`src/hdl/prefixed_integer_text_parser_core_assert.svh`:
```
// ----------------------------------------------------------------------------
// Assertion macros for the prefixed integer text parser
// Shared clocked assertion forms, disabled while reset is low.
// ----------------------------------------------------------------------------
`ifndef PREFIXED_INTEGER_TEXT_PARSER_CORE_ASSERT_SVH
`define PREFIXED_INTEGER_TEXT_PARSER_CORE_ASSERT_SVH

// The consequent must hold in the same cycle as the antecedent.
`define PITP_ASSERT_SAME(label, clk, rst_n, ante, cons, msg) \
    label: assert property (@(posedge clk) disable iff (!rst_n) (ante) |-> (cons)) \
        else $error(msg);

// The consequent must hold in the cycle after the antecedent.
`define PITP_ASSERT_NEXT(label, clk, rst_n, ante, cons, msg) \
    label: assert property (@(posedge clk) disable iff (!rst_n) (ante) |=> (cons)) \
        else $error(msg);

`endif

```
`src/hdl/pitp_pkg.sv`:
```
// ----------------------------------------------------------------------------
// pitp_pkg
// Types, character codes and digit decoding for the integer text parser.
// ----------------------------------------------------------------------------
`timescale 1ns / 1ps

package pitp_pkg;

    localparam int CHAR_WIDTH  = 8;
    localparam int VALUE_WIDTH = 64;
    localparam int NARROW_WIDTH = 32;
    localparam int DIGIT_WIDTH = 5;
    localparam int CFG_ADDR_WIDTH = 1;
    localparam int CFG_DATA_WIDTH = 1;

    localparam logic [CFG_ADDR_WIDTH-1:0] CFG_IDX_WIDE_MODE = 1'b0;
    localparam logic [CFG_ADDR_WIDTH-1:0] CFG_IDX_DOUBLE_ZERO = 1'b1;

    localparam logic [CHAR_WIDTH-1:0] CH_NUL    = 8'h00;
    localparam logic [CHAR_WIDTH-1:0] CH_MINUS  = 8'h2D;
    localparam logic [CHAR_WIDTH-1:0] CH_PLUS   = 8'h2B;
    localparam logic [CHAR_WIDTH-1:0] CH_DOLLAR = 8'h24;
    localparam logic [CHAR_WIDTH-1:0] CH_0      = 8'h30;
    localparam logic [CHAR_WIDTH-1:0] CH_9      = 8'h39;
    localparam logic [CHAR_WIDTH-1:0] CH_UA     = 8'h41;
    localparam logic [CHAR_WIDTH-1:0] CH_UF     = 8'h46;
    localparam logic [CHAR_WIDTH-1:0] CH_LA     = 8'h61;
    localparam logic [CHAR_WIDTH-1:0] CH_LF     = 8'h66;
    localparam logic [CHAR_WIDTH-1:0] CH_UX     = 8'h58;
    localparam logic [CHAR_WIDTH-1:0] CH_LX     = 8'h78;
    localparam logic [CHAR_WIDTH-1:0] CH_UB     = 8'h42;
    localparam logic [CHAR_WIDTH-1:0] CH_LB     = 8'h62;
    localparam logic [CHAR_WIDTH-1:0] CH_UK     = 8'h4B;
    localparam logic [CHAR_WIDTH-1:0] CH_LK     = 8'h6B;
    localparam logic [CHAR_WIDTH-1:0] CH_UM     = 8'h4D;
    localparam logic [CHAR_WIDTH-1:0] CH_LM     = 8'h6D;

    // Digit code for bytes that are no hex digit at all.
    localparam logic [DIGIT_WIDTH-1:0] DIGIT_NONE = 5'd16;

    localparam int SHIFT_KILO = 10;
    localparam int SHIFT_MEGA = 20;

    typedef enum logic [2:0] {
        PH_START  = 3'd0,
        PH_SIGNED = 3'd1,
        PH_ZERO   = 3'd2,
        PH_DIGITS = 3'd3,
        PH_DONE   = 3'd4
    } phase_t;

    typedef enum logic [1:0] {
        RX_DEC = 2'd0,
        RX_HEX = 2'd1,
        RX_BIN = 2'd2,
        RX_OCT = 2'd3
    } radix_t;

    // Hex digit value of a byte, or DIGIT_NONE.
    function automatic logic [DIGIT_WIDTH-1:0] digit_of(input logic [CHAR_WIDTH-1:0] c);
        logic [DIGIT_WIDTH-1:0] d;
        d = DIGIT_NONE;
        if (c >= CH_0 && c <= CH_9)
            d = DIGIT_WIDTH'(c - CH_0);
        else if (c >= CH_UA && c <= CH_UF)
            d = DIGIT_WIDTH'(c - CH_UA + 8'd10);
        else if (c >= CH_LA && c <= CH_LF)
            d = DIGIT_WIDTH'(c - CH_LA + 8'd10);
        return d;
    endfunction

    // True when the digit code is below the base of the radix.
    function automatic logic digit_fits(input logic [DIGIT_WIDTH-1:0] d, input radix_t rx);
        logic ok;
        case (rx)
            RX_DEC:  ok = (d < 5'd10);
            RX_HEX:  ok = (d < 5'd16);
            RX_BIN:  ok = (d < 5'd2);
            RX_OCT:  ok = (d < 5'd8);
            default: ok = 1'b0;
        endcase
        return ok;
    endfunction

endpackage

```
`src/hdl/prefixed_integer_text_parser_core.sv`:
```
// ----------------------------------------------------------------------------
// prefixed_integer_text_parser_core
// Parses a signed integer text with radix prefix and k/m suffix, one byte
// per beat, and emits one value per string.
// ----------------------------------------------------------------------------
//  Channel   | Direction | Beat contents
//  s_axis    | in        | tdata: char_code[7:0]; tlast: last_char
//  m_axis    | out       | tdata: value[63:0]; tuser: looks_decimal
//  cfg       | in        | index 0: wide_mode, index 1: double_zero_is_decimal
//
//  Sustained rate is one byte beat per cycle; the beat that ends a string
//  passes the input register, then the result register, before its result appears.
//  The byte update is one 64-bit shift-add of the accumulator per cycle.
//  Reset clears the parse state and sets wide_mode to 1 and
//  double_zero_is_decimal to 0. Bytes keep flowing while a result waits;
//  only a string end stalls behind an untaken result.
// ----------------------------------------------------------------------------
`timescale 1ns / 1ps

`include "prefixed_integer_text_parser_core_assert.svh"

module prefixed_integer_text_parser_core
    import pitp_pkg::*;
(
    input  logic                      clk,
    input  logic                      rst_n,
    input  logic                      s_axis_tvalid,
    output logic                      s_axis_tready,
    input  logic [CHAR_WIDTH-1:0]     s_axis_tdata,   // [7:0] char_code
    input  logic                      s_axis_tlast,
    output logic                      m_axis_tvalid,
    input  logic                      m_axis_tready,
    output logic [VALUE_WIDTH-1:0]    m_axis_tdata,   // [63:0] value
    output logic                      m_axis_tuser,   // [0] looks_decimal
    input  logic                      cfg_we,
    input  logic [CFG_ADDR_WIDTH-1:0] cfg_addr,
    input  logic [CFG_DATA_WIDTH-1:0] cfg_wdata
);

    logic                   wide_mode_reg;
    logic                   double_zero_reg;

    logic                   in_valid_reg;
    logic [CHAR_WIDTH-1:0]  in_char_reg;
    logic                   in_last_reg;

    phase_t                 phase_reg, phase_next;
    radix_t                 radix_reg, radix_next;
    logic                   neg_reg, neg_next;
    logic [VALUE_WIDTH-1:0] acc_reg, acc_next;
    logic                   dec_reg, dec_next;

    logic                   out_valid_reg;
    logic [VALUE_WIDTH-1:0] out_value_reg, out_value_next;
    logic                   out_dec_reg;

    logic                   ends_string;
    logic                   advance;
    radix_t                 step_radix;
    logic [DIGIT_WIDTH-1:0] step_digit;
    logic                   step_is_digit;
    logic [VALUE_WIDTH-1:0] acc_scaled;
    logic [VALUE_WIDTH-1:0] step_acc;
    logic [VALUE_WIDTH-1:0] signed_acc;
    logic                   is_dec_char;

    assign ends_string   = (in_char_reg == CH_NUL) || in_last_reg;
    assign advance       = in_valid_reg && (!ends_string || !out_valid_reg || m_axis_tready);
    assign s_axis_tready = !in_valid_reg || advance;

    assign m_axis_tvalid = out_valid_reg;
    assign m_axis_tdata  = out_value_reg;
    assign m_axis_tuser  = out_dec_reg;

    // The radix a digit byte is judged against depends on the phase and, in the digits phase, on the stored radix.
    always_comb
    begin
        case (phase_reg)
            PH_ZERO:   step_radix = RX_OCT;
            PH_DIGITS: step_radix = radix_reg;
            default:   step_radix = RX_DEC;
        endcase
    end

    assign step_digit    = digit_of(in_char_reg);
    assign step_is_digit = digit_fits(step_digit, step_radix);
    assign is_dec_char   = (in_char_reg >= CH_0) && (in_char_reg <= CH_9);

    always_comb
    begin
        case (step_radix)
            RX_DEC:  acc_scaled = (acc_reg << 3) + (acc_reg << 1);
            RX_HEX:  acc_scaled = acc_reg << 4;
            RX_BIN:  acc_scaled = acc_reg << 1;
            RX_OCT:  acc_scaled = acc_reg << 3;
            default: acc_scaled = acc_reg;
        endcase
    end

    // Accumulator after a digit byte, or after the suffix check on a non-digit.
    always_comb
    begin
        step_acc = acc_reg;
        if (step_is_digit)
            step_acc = acc_scaled + VALUE_WIDTH'(step_digit);
        else if (acc_reg != '0)
        begin
            if (in_char_reg == CH_UM || in_char_reg == CH_LM)
                step_acc = acc_reg << SHIFT_MEGA;
            else if (in_char_reg == CH_UK || in_char_reg == CH_LK)
                step_acc = acc_reg << SHIFT_KILO;
        end
    end

    always_comb
    begin
        phase_next = phase_reg;
        radix_next = radix_reg;
        neg_next   = neg_reg;
        acc_next   = acc_reg;
        dec_next   = dec_reg;
        if (in_char_reg != CH_NUL)
        begin
            case (phase_reg)
                PH_START, PH_SIGNED:
                begin
                    if (phase_reg == PH_START && in_char_reg == CH_MINUS)
                    begin
                        neg_next   = 1'b1;
                        phase_next = PH_SIGNED;
                    end
                    else if (phase_reg == PH_START && in_char_reg == CH_PLUS)
                        phase_next = PH_SIGNED;
                    else if (in_char_reg == CH_0)
                    begin
                        phase_next = PH_ZERO;
                        dec_next   = 1'b1;
                    end
                    else if (in_char_reg == CH_DOLLAR)
                    begin
                        radix_next = RX_HEX;
                        dec_next   = 1'b0;
                        phase_next = PH_DIGITS;
                    end
                    else
                    begin
                        radix_next = RX_DEC;
                        dec_next   = is_dec_char;
                        acc_next   = step_acc;
                        phase_next = step_is_digit ? PH_DIGITS : PH_DONE;
                    end
                end
                PH_ZERO:
                begin
                    phase_next = PH_DIGITS;
                    dec_next   = 1'b0;
                    if (in_char_reg == CH_UX || in_char_reg == CH_LX)
                        radix_next = RX_HEX;
                    else if (in_char_reg == CH_UB || in_char_reg == CH_LB)
                        radix_next = RX_BIN;
                    else if (in_char_reg == CH_0 && double_zero_reg)
                    begin
                        radix_next = RX_DEC;
                        dec_next   = 1'b1;
                    end
                    else
                    begin
                        radix_next = RX_OCT;
                        acc_next   = step_acc;
                        if (!step_is_digit)
                            phase_next = PH_DONE;
                    end
                end
                PH_DIGITS:
                begin
                    acc_next = step_acc;
                    if (!step_is_digit)
                        phase_next = PH_DONE;
                end
                default:
                begin
                end
            endcase
        end
    end

    always_comb
    begin
        signed_acc     = neg_next ? (VALUE_WIDTH'(0) - acc_next) : acc_next;
        out_value_next = signed_acc;
        if (!wide_mode_reg)
            out_value_next = {{(VALUE_WIDTH-NARROW_WIDTH){1'b0}},
                              signed_acc[NARROW_WIDTH-1:0]};
    end

    always_ff @(posedge clk or negedge rst_n)
    begin
        if (!rst_n)
        begin
            wide_mode_reg   <= 1'b1;
            double_zero_reg <= 1'b0;
        end
        else if (cfg_we)
        begin
            case (cfg_addr)
                CFG_IDX_WIDE_MODE:   wide_mode_reg   <= cfg_wdata[0];
                CFG_IDX_DOUBLE_ZERO: double_zero_reg <= cfg_wdata[0];
                default:
                begin
                end
            endcase
        end
    end

    always_ff @(posedge clk or negedge rst_n)
    begin
        if (!rst_n)
            in_valid_reg <= 1'b0;
        else if (s_axis_tready)
            in_valid_reg <= s_axis_tvalid;
    end

    always_ff @(posedge clk)
    begin
        if (s_axis_tvalid && s_axis_tready)
        begin
            in_char_reg <= s_axis_tdata;
            in_last_reg <= s_axis_tlast;
        end
    end

    always_ff @(posedge clk or negedge rst_n)
    begin
        if (!rst_n)
        begin
            phase_reg <= PH_START;
            radix_reg <= RX_DEC;
            neg_reg   <= 1'b0;
            acc_reg   <= '0;
            dec_reg   <= 1'b0;
        end
        else if (advance)
        begin
            if (ends_string)
            begin
                phase_reg <= PH_START;
                radix_reg <= RX_DEC;
                neg_reg   <= 1'b0;
                acc_reg   <= '0;
                dec_reg   <= 1'b0;
            end
            else
            begin
                phase_reg <= phase_next;
                radix_reg <= radix_next;
                neg_reg   <= neg_next;
                acc_reg   <= acc_next;
                dec_reg   <= dec_next;
            end
        end
    end

    always_ff @(posedge clk or negedge rst_n)
    begin
        if (!rst_n)
            out_valid_reg <= 1'b0;
        else if (advance && ends_string)
            out_valid_reg <= 1'b1;
        else if (m_axis_tready)
            out_valid_reg <= 1'b0;
    end

    always_ff @(posedge clk)
    begin
        if (advance && ends_string)
        begin
            out_value_reg <= out_value_next;
            out_dec_reg   <= dec_next;
        end
    end

    `PITP_ASSERT_NEXT(a_clear_after_end, clk, rst_n, advance && ends_string,
        phase_reg == PH_START && acc_reg == '0 && !neg_reg,
        "parse state not cleared after string end")
    `PITP_ASSERT_SAME(a_start_is_clean, clk, rst_n, phase_reg == PH_START,
        !neg_reg && acc_reg == '0 && !dec_reg,
        "start phase holds leftover state")
    `PITP_ASSERT_SAME(a_zero_phase, clk, rst_n, phase_reg == PH_ZERO,
        acc_reg == '0 && dec_reg,
        "leading zero phase with nonzero accumulator")
    `PITP_ASSERT_SAME(a_narrow_mask, clk, rst_n, m_axis_tvalid && !wide_mode_reg,
        m_axis_tdata[VALUE_WIDTH-1:NARROW_WIDTH] == '0,
        "narrow mode result has upper bits set")

endmodule

```
`config.mk`:
```
export PLATFORM = sky130hd
export DESIGN_NAME = prefixed_integer_text_parser_core
export DESIGN_NICKNAME = d
export VERILOG_FILES = /design/src/hdl/pitp_pkg.sv /design/src/hdl/prefixed_integer_text_parser_core.sv
export VERILOG_INCLUDE_DIRS = /design/src /design/src/hdl
export SDC_FILE = /design/constraint.sdc
export NUM_CORES = 1
export LEC_CHECK = 0
export BUFFER_PORTS_ARGS = -buffer_cell sky130_fd_sc_hd__clkbuf_2
export CAP_MARGIN = 20
export CORE_MARGIN = 10
export CORE_UTILIZATION = 30
export CTS_BUF_LIST = sky130_fd_sc_hd__clkbuf_4
export CTS_CLUSTER_SIZE = 10
export DETAILED_ROUTE_END_ITERATION = 10
export PLACE_DENSITY = 0.44
export SYNTH_ARGS = -nofsm -noshare
export SYNTH_HDL_FRONTEND = slang
export SYNTH_SLANG_ARGS = --single-unit
```
`constraint.sdc`:
```
create_clock -name clk -period 8.4 [get_ports clk]
set_clock_uncertainty 0.05 [all_clocks]
set_input_delay 0.84 -clock clk [delete_from_list [all_inputs] [get_ports clk]]
set_output_delay 0.84 -clock clk [all_outputs]
set_load 0.05 [all_outputs]
```
==> out/qor_table.md <==
| Item | Value | Unit |
|---|---|---|
| Yosys warnings | 0 | - |
| CTS Buf Count | 17 | - |
| Net Count, Synth | 2343 | - |
| Std-Cell Rows | 88 | - |
| Total of endpoints with negative setup slack in the final report | 0 | - |
| Post-synthesis share of cell area spent on full adders, half adders and majority gates | 5.18 | % |
| Synth Register Bits | 149 | - |
| Required time worst endpoint | 8760 | ps |
| Worst path cell trace | buf_4, ha_1, fa_1, a211oi_1, o21ai_1, a21oi_1, a21boi_0, o31ai_1, and4_1, nor3b_2, nand2_1, nor3_2, a211oi_1, nor3_2, nor4b_4, nand4_4, o41ai_2, xor2_1, nor2_1 | - |
| Die width | 261 | µm |
| Share of post-route cells with drive strength above 1 | 12.8 | % |
| Worst R2R Start | acc_reg[0]$_DFFE_PN0P_ | - |
| Launching element type of the critical path | flip-flop | - |
| Detail Placement HPWL | 60.4 | mm |
| Portion of synthesized cell area occupied by the leading cell type | 12.7 | % |
| Core footprint | 57700 | µm² |
| Compound-Gate Fraction of Synth Area | 32.7 | % |
| Number of maximum-capacitance constraint violations | 0 | - |
| Worst Path Max Fanout | 10 | - |
| Setup_tns | 0 | ps |
| Relative contribution of combinational cells to total power | 31.3 | % |
| Via count | 19300 | - |
| Synth Area per Inst | 7.73 | µm² |
| IO buf count | 82 | - |
| Post-route antenna net violation count | 0 | - |
| Overall power of the completed layout | 1.96 | mW |
| Power density normalized to cell area | 104 | nW/µm² |
| Simple-Gate Fraction of Synth Area | 26.4 | % |
| Clock latency on the worst-skew pair | 650 | ps |
| Top library cells by usage in the layout, fill and taps aside | sky130_fd_sc_hd__nand2_1, sky130_fd_sc_hd__nor2_1, sky130_fd_sc_hd__o21ai_0 | - |
| Placed instance count | 2970 | - |
| Capture instance of the worst register-to-register path | m_axis_tdata[60]$_SDFFCE_PN0P_ | - |
| Transition time at the pin with the least slew margin | 1140 | ps |
| Tightest Hold Check Type | input port to async pin | - |
| Sequential share of power | 42.7 | % |
| Switching power total | 0.815 | mW |
| Postcts setup bufs | 0 | - |
| Pleak | 6.95 | nW |
| Fmax | 139 | MHz |
| Initial standard-cell utilization of the core | 30.2 | % |
| Post-route DRC | 0 | - |
| Fin. Hold Viols | 0 | - |
| Wire length per cell | 27.1 | µm |
| Number of flops mapped to enable cells by yosys | 74 | - |
| Clk buf depth | 2 | - |
| Total I/O pin count | 83 | - |
| Overall routed net length | 81.5 | mm |
| Run status | complete, no violations | - |
| Mapped cell area | 17400 | µm² |
| Hold_ws | 46.6 | ps |
| Portion of netlist area occupied by mux cells | 1.46 | % |
| Switching part of the total power | 41.6 | % |
| Clock transition at the registers of the reported paths | 180 | ps |
| Arr. time, crit path | 7560 | ps |
| Time the final worst path needs with I/O delays and setup | 7210 | ps |
| IR Drop Worst-Case VDD | 0.0807 | mV |
| Worst reg2reg setup slack | 1190 | ps |
| Cells taking the most area after synthesis | sky130_fd_sc_hd__edfxtp_1, sky130_fd_sc_hd__dfrtp_1, sky130_fd_sc_hd__nand2_1, sky130_fd_sc_hd__ha_1, sky130_fd_sc_hd__o21ai_0 | - |
| Primary flip-flop cell chosen by synthesis mapping | sky130_fd_sc_hd__edfxtp_1 | - |
| Buffers & Inverters on Critical Path | 1 | - |
| Post-CTS Hold Buffers | 0 | - |
| Sink Count | 149 | - |
| Non-filler instance count after layout | 3005 | - |
| Placer's final routability congestion estimate | 0.963 | - |
| Maximum cell stage delay along the critical path | 720 | ps |
| Number of cells on the worst reg-to-reg path | 19 | - |
| Die area | 68200 | µm² |
| Type of destination of the critical path | flip-flop | - |
| Pin count of the biggest net entering global routing | 65 | - |
| Wire length of the first global-routing pass | 120 | mm |
| Internal power component | 1.14 | mW |
| Gate Count Post-Synth | 2256 | - |
| Leading area contributor after synthesis | sky130_fd_sc_hd__edfxtp_1 | - |
| Syn-to-layout area delta | 8.25 | % |
| Resized Gates After CTS | 0 | - |
| Number of nets in the layout | 2313 | - |
| Vert. Die Dim | 261 | µm |
| Number of antenna violations at the first check in global routing | 1 | - |
| Count of cell types in the netlist | 113 | - |
| Share of total power in the clock network | 26.0 | % |
| Vias in the first global route | 18000 | - |
| Iteration-0 DRC count of the detailed router | 2680 | - |
| Headroom to the max-slew limit | 21.8 | % |
| Clock H-tree levels | 4 | - |
| Number of search-and-repair iterations in the first detailed-routing pass | 10 | - |
| Library cell used as clock root buffer | sky130_fd_sc_hd__clkbuf_4 | - |
| Most common cell after layout, fill and taps aside | sky130_fd_sc_hd__nand2_1 | - |
| Share of synthesized flip-flops with an asynchronous set or reset | 50.3 | % |
| Setup repair after global routing missed its margin | no | - |
| CP top delay family | simple AND/OR/NAND/NOR gates | - |
| GRT Overall Usage | 23.1 | % |
| Per-cell via count in the routed design | 6.42 | - |
| Share of the synthesized netlist area taken by xor and xnor gates | 5.17 | % |
| Global route total overflow | 0 | - |
| Path type of the worst setup path | flip-flop to flip-flop | - |
| Slowest cell on crit path | sky130_fd_sc_hd__o31ai_1 | - |
| Dominant combinational cell family by area after synthesis | compound AO/OA/AOI/OAI gates | - |
| Sequential-to-total area share from yosys stat | 23.5 | % |
| CTS tree | built | - |
| Area of all placed cells without fillers | 18900 | µm² |
| Post-route clock period utilization | 85.8 | % |
| Count of final max-slew check failures | 0 | - |
| Placed Area | 18600 | µm² |
[area by class of cell]
| type | count | area (µm²) |
|---|---|---|
| inverters | 27 | 101 |
| diodes | 1 | 2.50 |
| clock inverters | 14 | 150 |
| flip-flops and latches | 149 | 4100 |
| well taps | 765 | 957 |
| multi-input cells | 1880 | 12500 |
| clock buffers | 18 | 135 |
| repair buffers | 151 | 948 |
| fillers | 6242 | 38800 |
[worst max path at each step]
stage                                   from                        endpoint  slack [ps]  depth (start not counted)
floorplan           phase_reg[2]$_DFFE_PN0P_  m_axis_tdata[60]$_SDFFCE_PN0P_        2180                         28
global placement    in_char_reg[0]$_DFFE_PP_  m_axis_tdata[51]$_SDFFCE_PN0P_        1420                         24
detailed placement  in_char_reg[0]$_DFFE_PP_  m_axis_tdata[51]$_SDFFCE_PN0P_        1360                         24
CTS                 in_char_reg[0]$_DFFE_PP_  m_axis_tdata[51]$_SDFFCE_PN0P_        1310                         24
global route        in_char_reg[0]$_DFFE_PP_  m_axis_tdata[57]$_SDFFCE_PN0P_         810                         24
finish                acc_reg[0]$_DFFE_PN0P_  m_axis_tdata[60]$_SDFFCE_PN0P_        1190                         19
[synth_stat cells, types with 8 or more instances]
cell type,n
sky130_fd_sc_hd__nand2_1,249
sky130_fd_sc_hd__nor2_1,184
sky130_fd_sc_hd__o21ai_0,160
sky130_fd_sc_hd__a21oi_1,158
sky130_fd_sc_hd__clkbuf_1,134
sky130_fd_sc_hd__nand3_1,77
sky130_fd_sc_hd__dfrtp_1,74
sky130_fd_sc_hd__edfxtp_1,74
sky130_fd_sc_hd__ha_1,69
sky130_fd_sc_hd__a222oi_1,62
sky130_fd_sc_hd__xnor2_1,62
sky130_fd_sc_hd__nand4_1,57
sky130_fd_sc_hd__nor3_1,56
sky130_fd_sc_hd__xor2_1,41
sky130_fd_sc_hd__buf_2,39
sky130_fd_sc_hd__a22o_1,38
sky130_fd_sc_hd__nor4_1,35
sky130_fd_sc_hd__a22oi_1,30
sky130_fd_sc_hd__a31oi_1,29
sky130_fd_sc_hd__o211ai_1,28
sky130_fd_sc_hd__a21o_1,27
sky130_fd_sc_hd__and2_1,27
sky130_fd_sc_hd__and3_1,27
sky130_fd_sc_hd__inv_1,26
sky130_fd_sc_hd__o31ai_1,25
sky130_fd_sc_hd__nand2b_1,24
sky130_fd_sc_hd__or3_1,22
sky130_fd_sc_hd__a211oi_1,21
sky130_fd_sc_hd__a221oi_1,21
sky130_fd_sc_hd__mux2i_1,21
sky130_fd_sc_hd__o21a_1,20
sky130_fd_sc_hd__nor2b_1,19
sky130_fd_sc_hd__o21ai_1,19
sky130_fd_sc_hd__o31a_1,15
sky130_fd_sc_hd__a21boi_0,14
sky130_fd_sc_hd__or2_2,13
sky130_fd_sc_hd__buf_1,12
sky130_fd_sc_hd__a211o_1,11
sky130_fd_sc_hd__nor3_2,11
sky130_fd_sc_hd__or4_1,10
sky130_fd_sc_hd__o221ai_1,9
sky130_fd_sc_hd__a221o_1,8
sky130_fd_sc_hd__and4_1,8
[worst reg2reg max path, delay by kind of cell (launching register included)]
kind	cells	cell delay [ps]
AO/OA/AOI/OAI	7	2640
XOR/XNOR	1	200
adder cells (fa/ha/maj)	2	690
buffers and inverters	1	180
flip-flops	1	390
AND/OR/NAND/NOR	8	2820
[per-layer routing]
layer	GRT usage, %	routed length [µm]	part of all wire, %	vias up
met3	4.11	7580	9.3	122
li1	-	-	-	8665
met1	33.5	36700	45	9435
met2	34.6	35200	43	1062
met5	0	0	0	-
met4	6.13	2010	2.5	0
[cell families after synthesis]
family,count (synthesis)
buffers and inverters,227
multiplexers,25
AND/OR/NAND/NOR,880
flip-flops,149
adder cells (fa/ha/maj),71
AO/OA/AOI/OAI,801
XOR/XNOR,103
[per-stage QoR]
| stage | worst slack (ps) | utilization, % |
|---|---|---|
| after floorplan | 2180 | - |
| after global placement | 1420 | 32.2 |
| after detailed placement | 1360 | 32.2 |
| after CTS | 1310 | 32.7 |
| after global routing | 806 | 32.7 |
| final | 1190 | 32.7 |
[power by group through the flow]
stage          logic (mW)  clock network, mW  registers, mW
2_1_floorplan       0.359                  0          0.879
3_3_place_gp        0.603                  0          0.850
3_5_place_dp        0.598                  0          0.851
4_1_cts             0.601              0.521          0.836
5_1_grt             0.652              0.547          0.840
6_report            0.613              0.509          0.837
(Power assumes the default switching activity.)
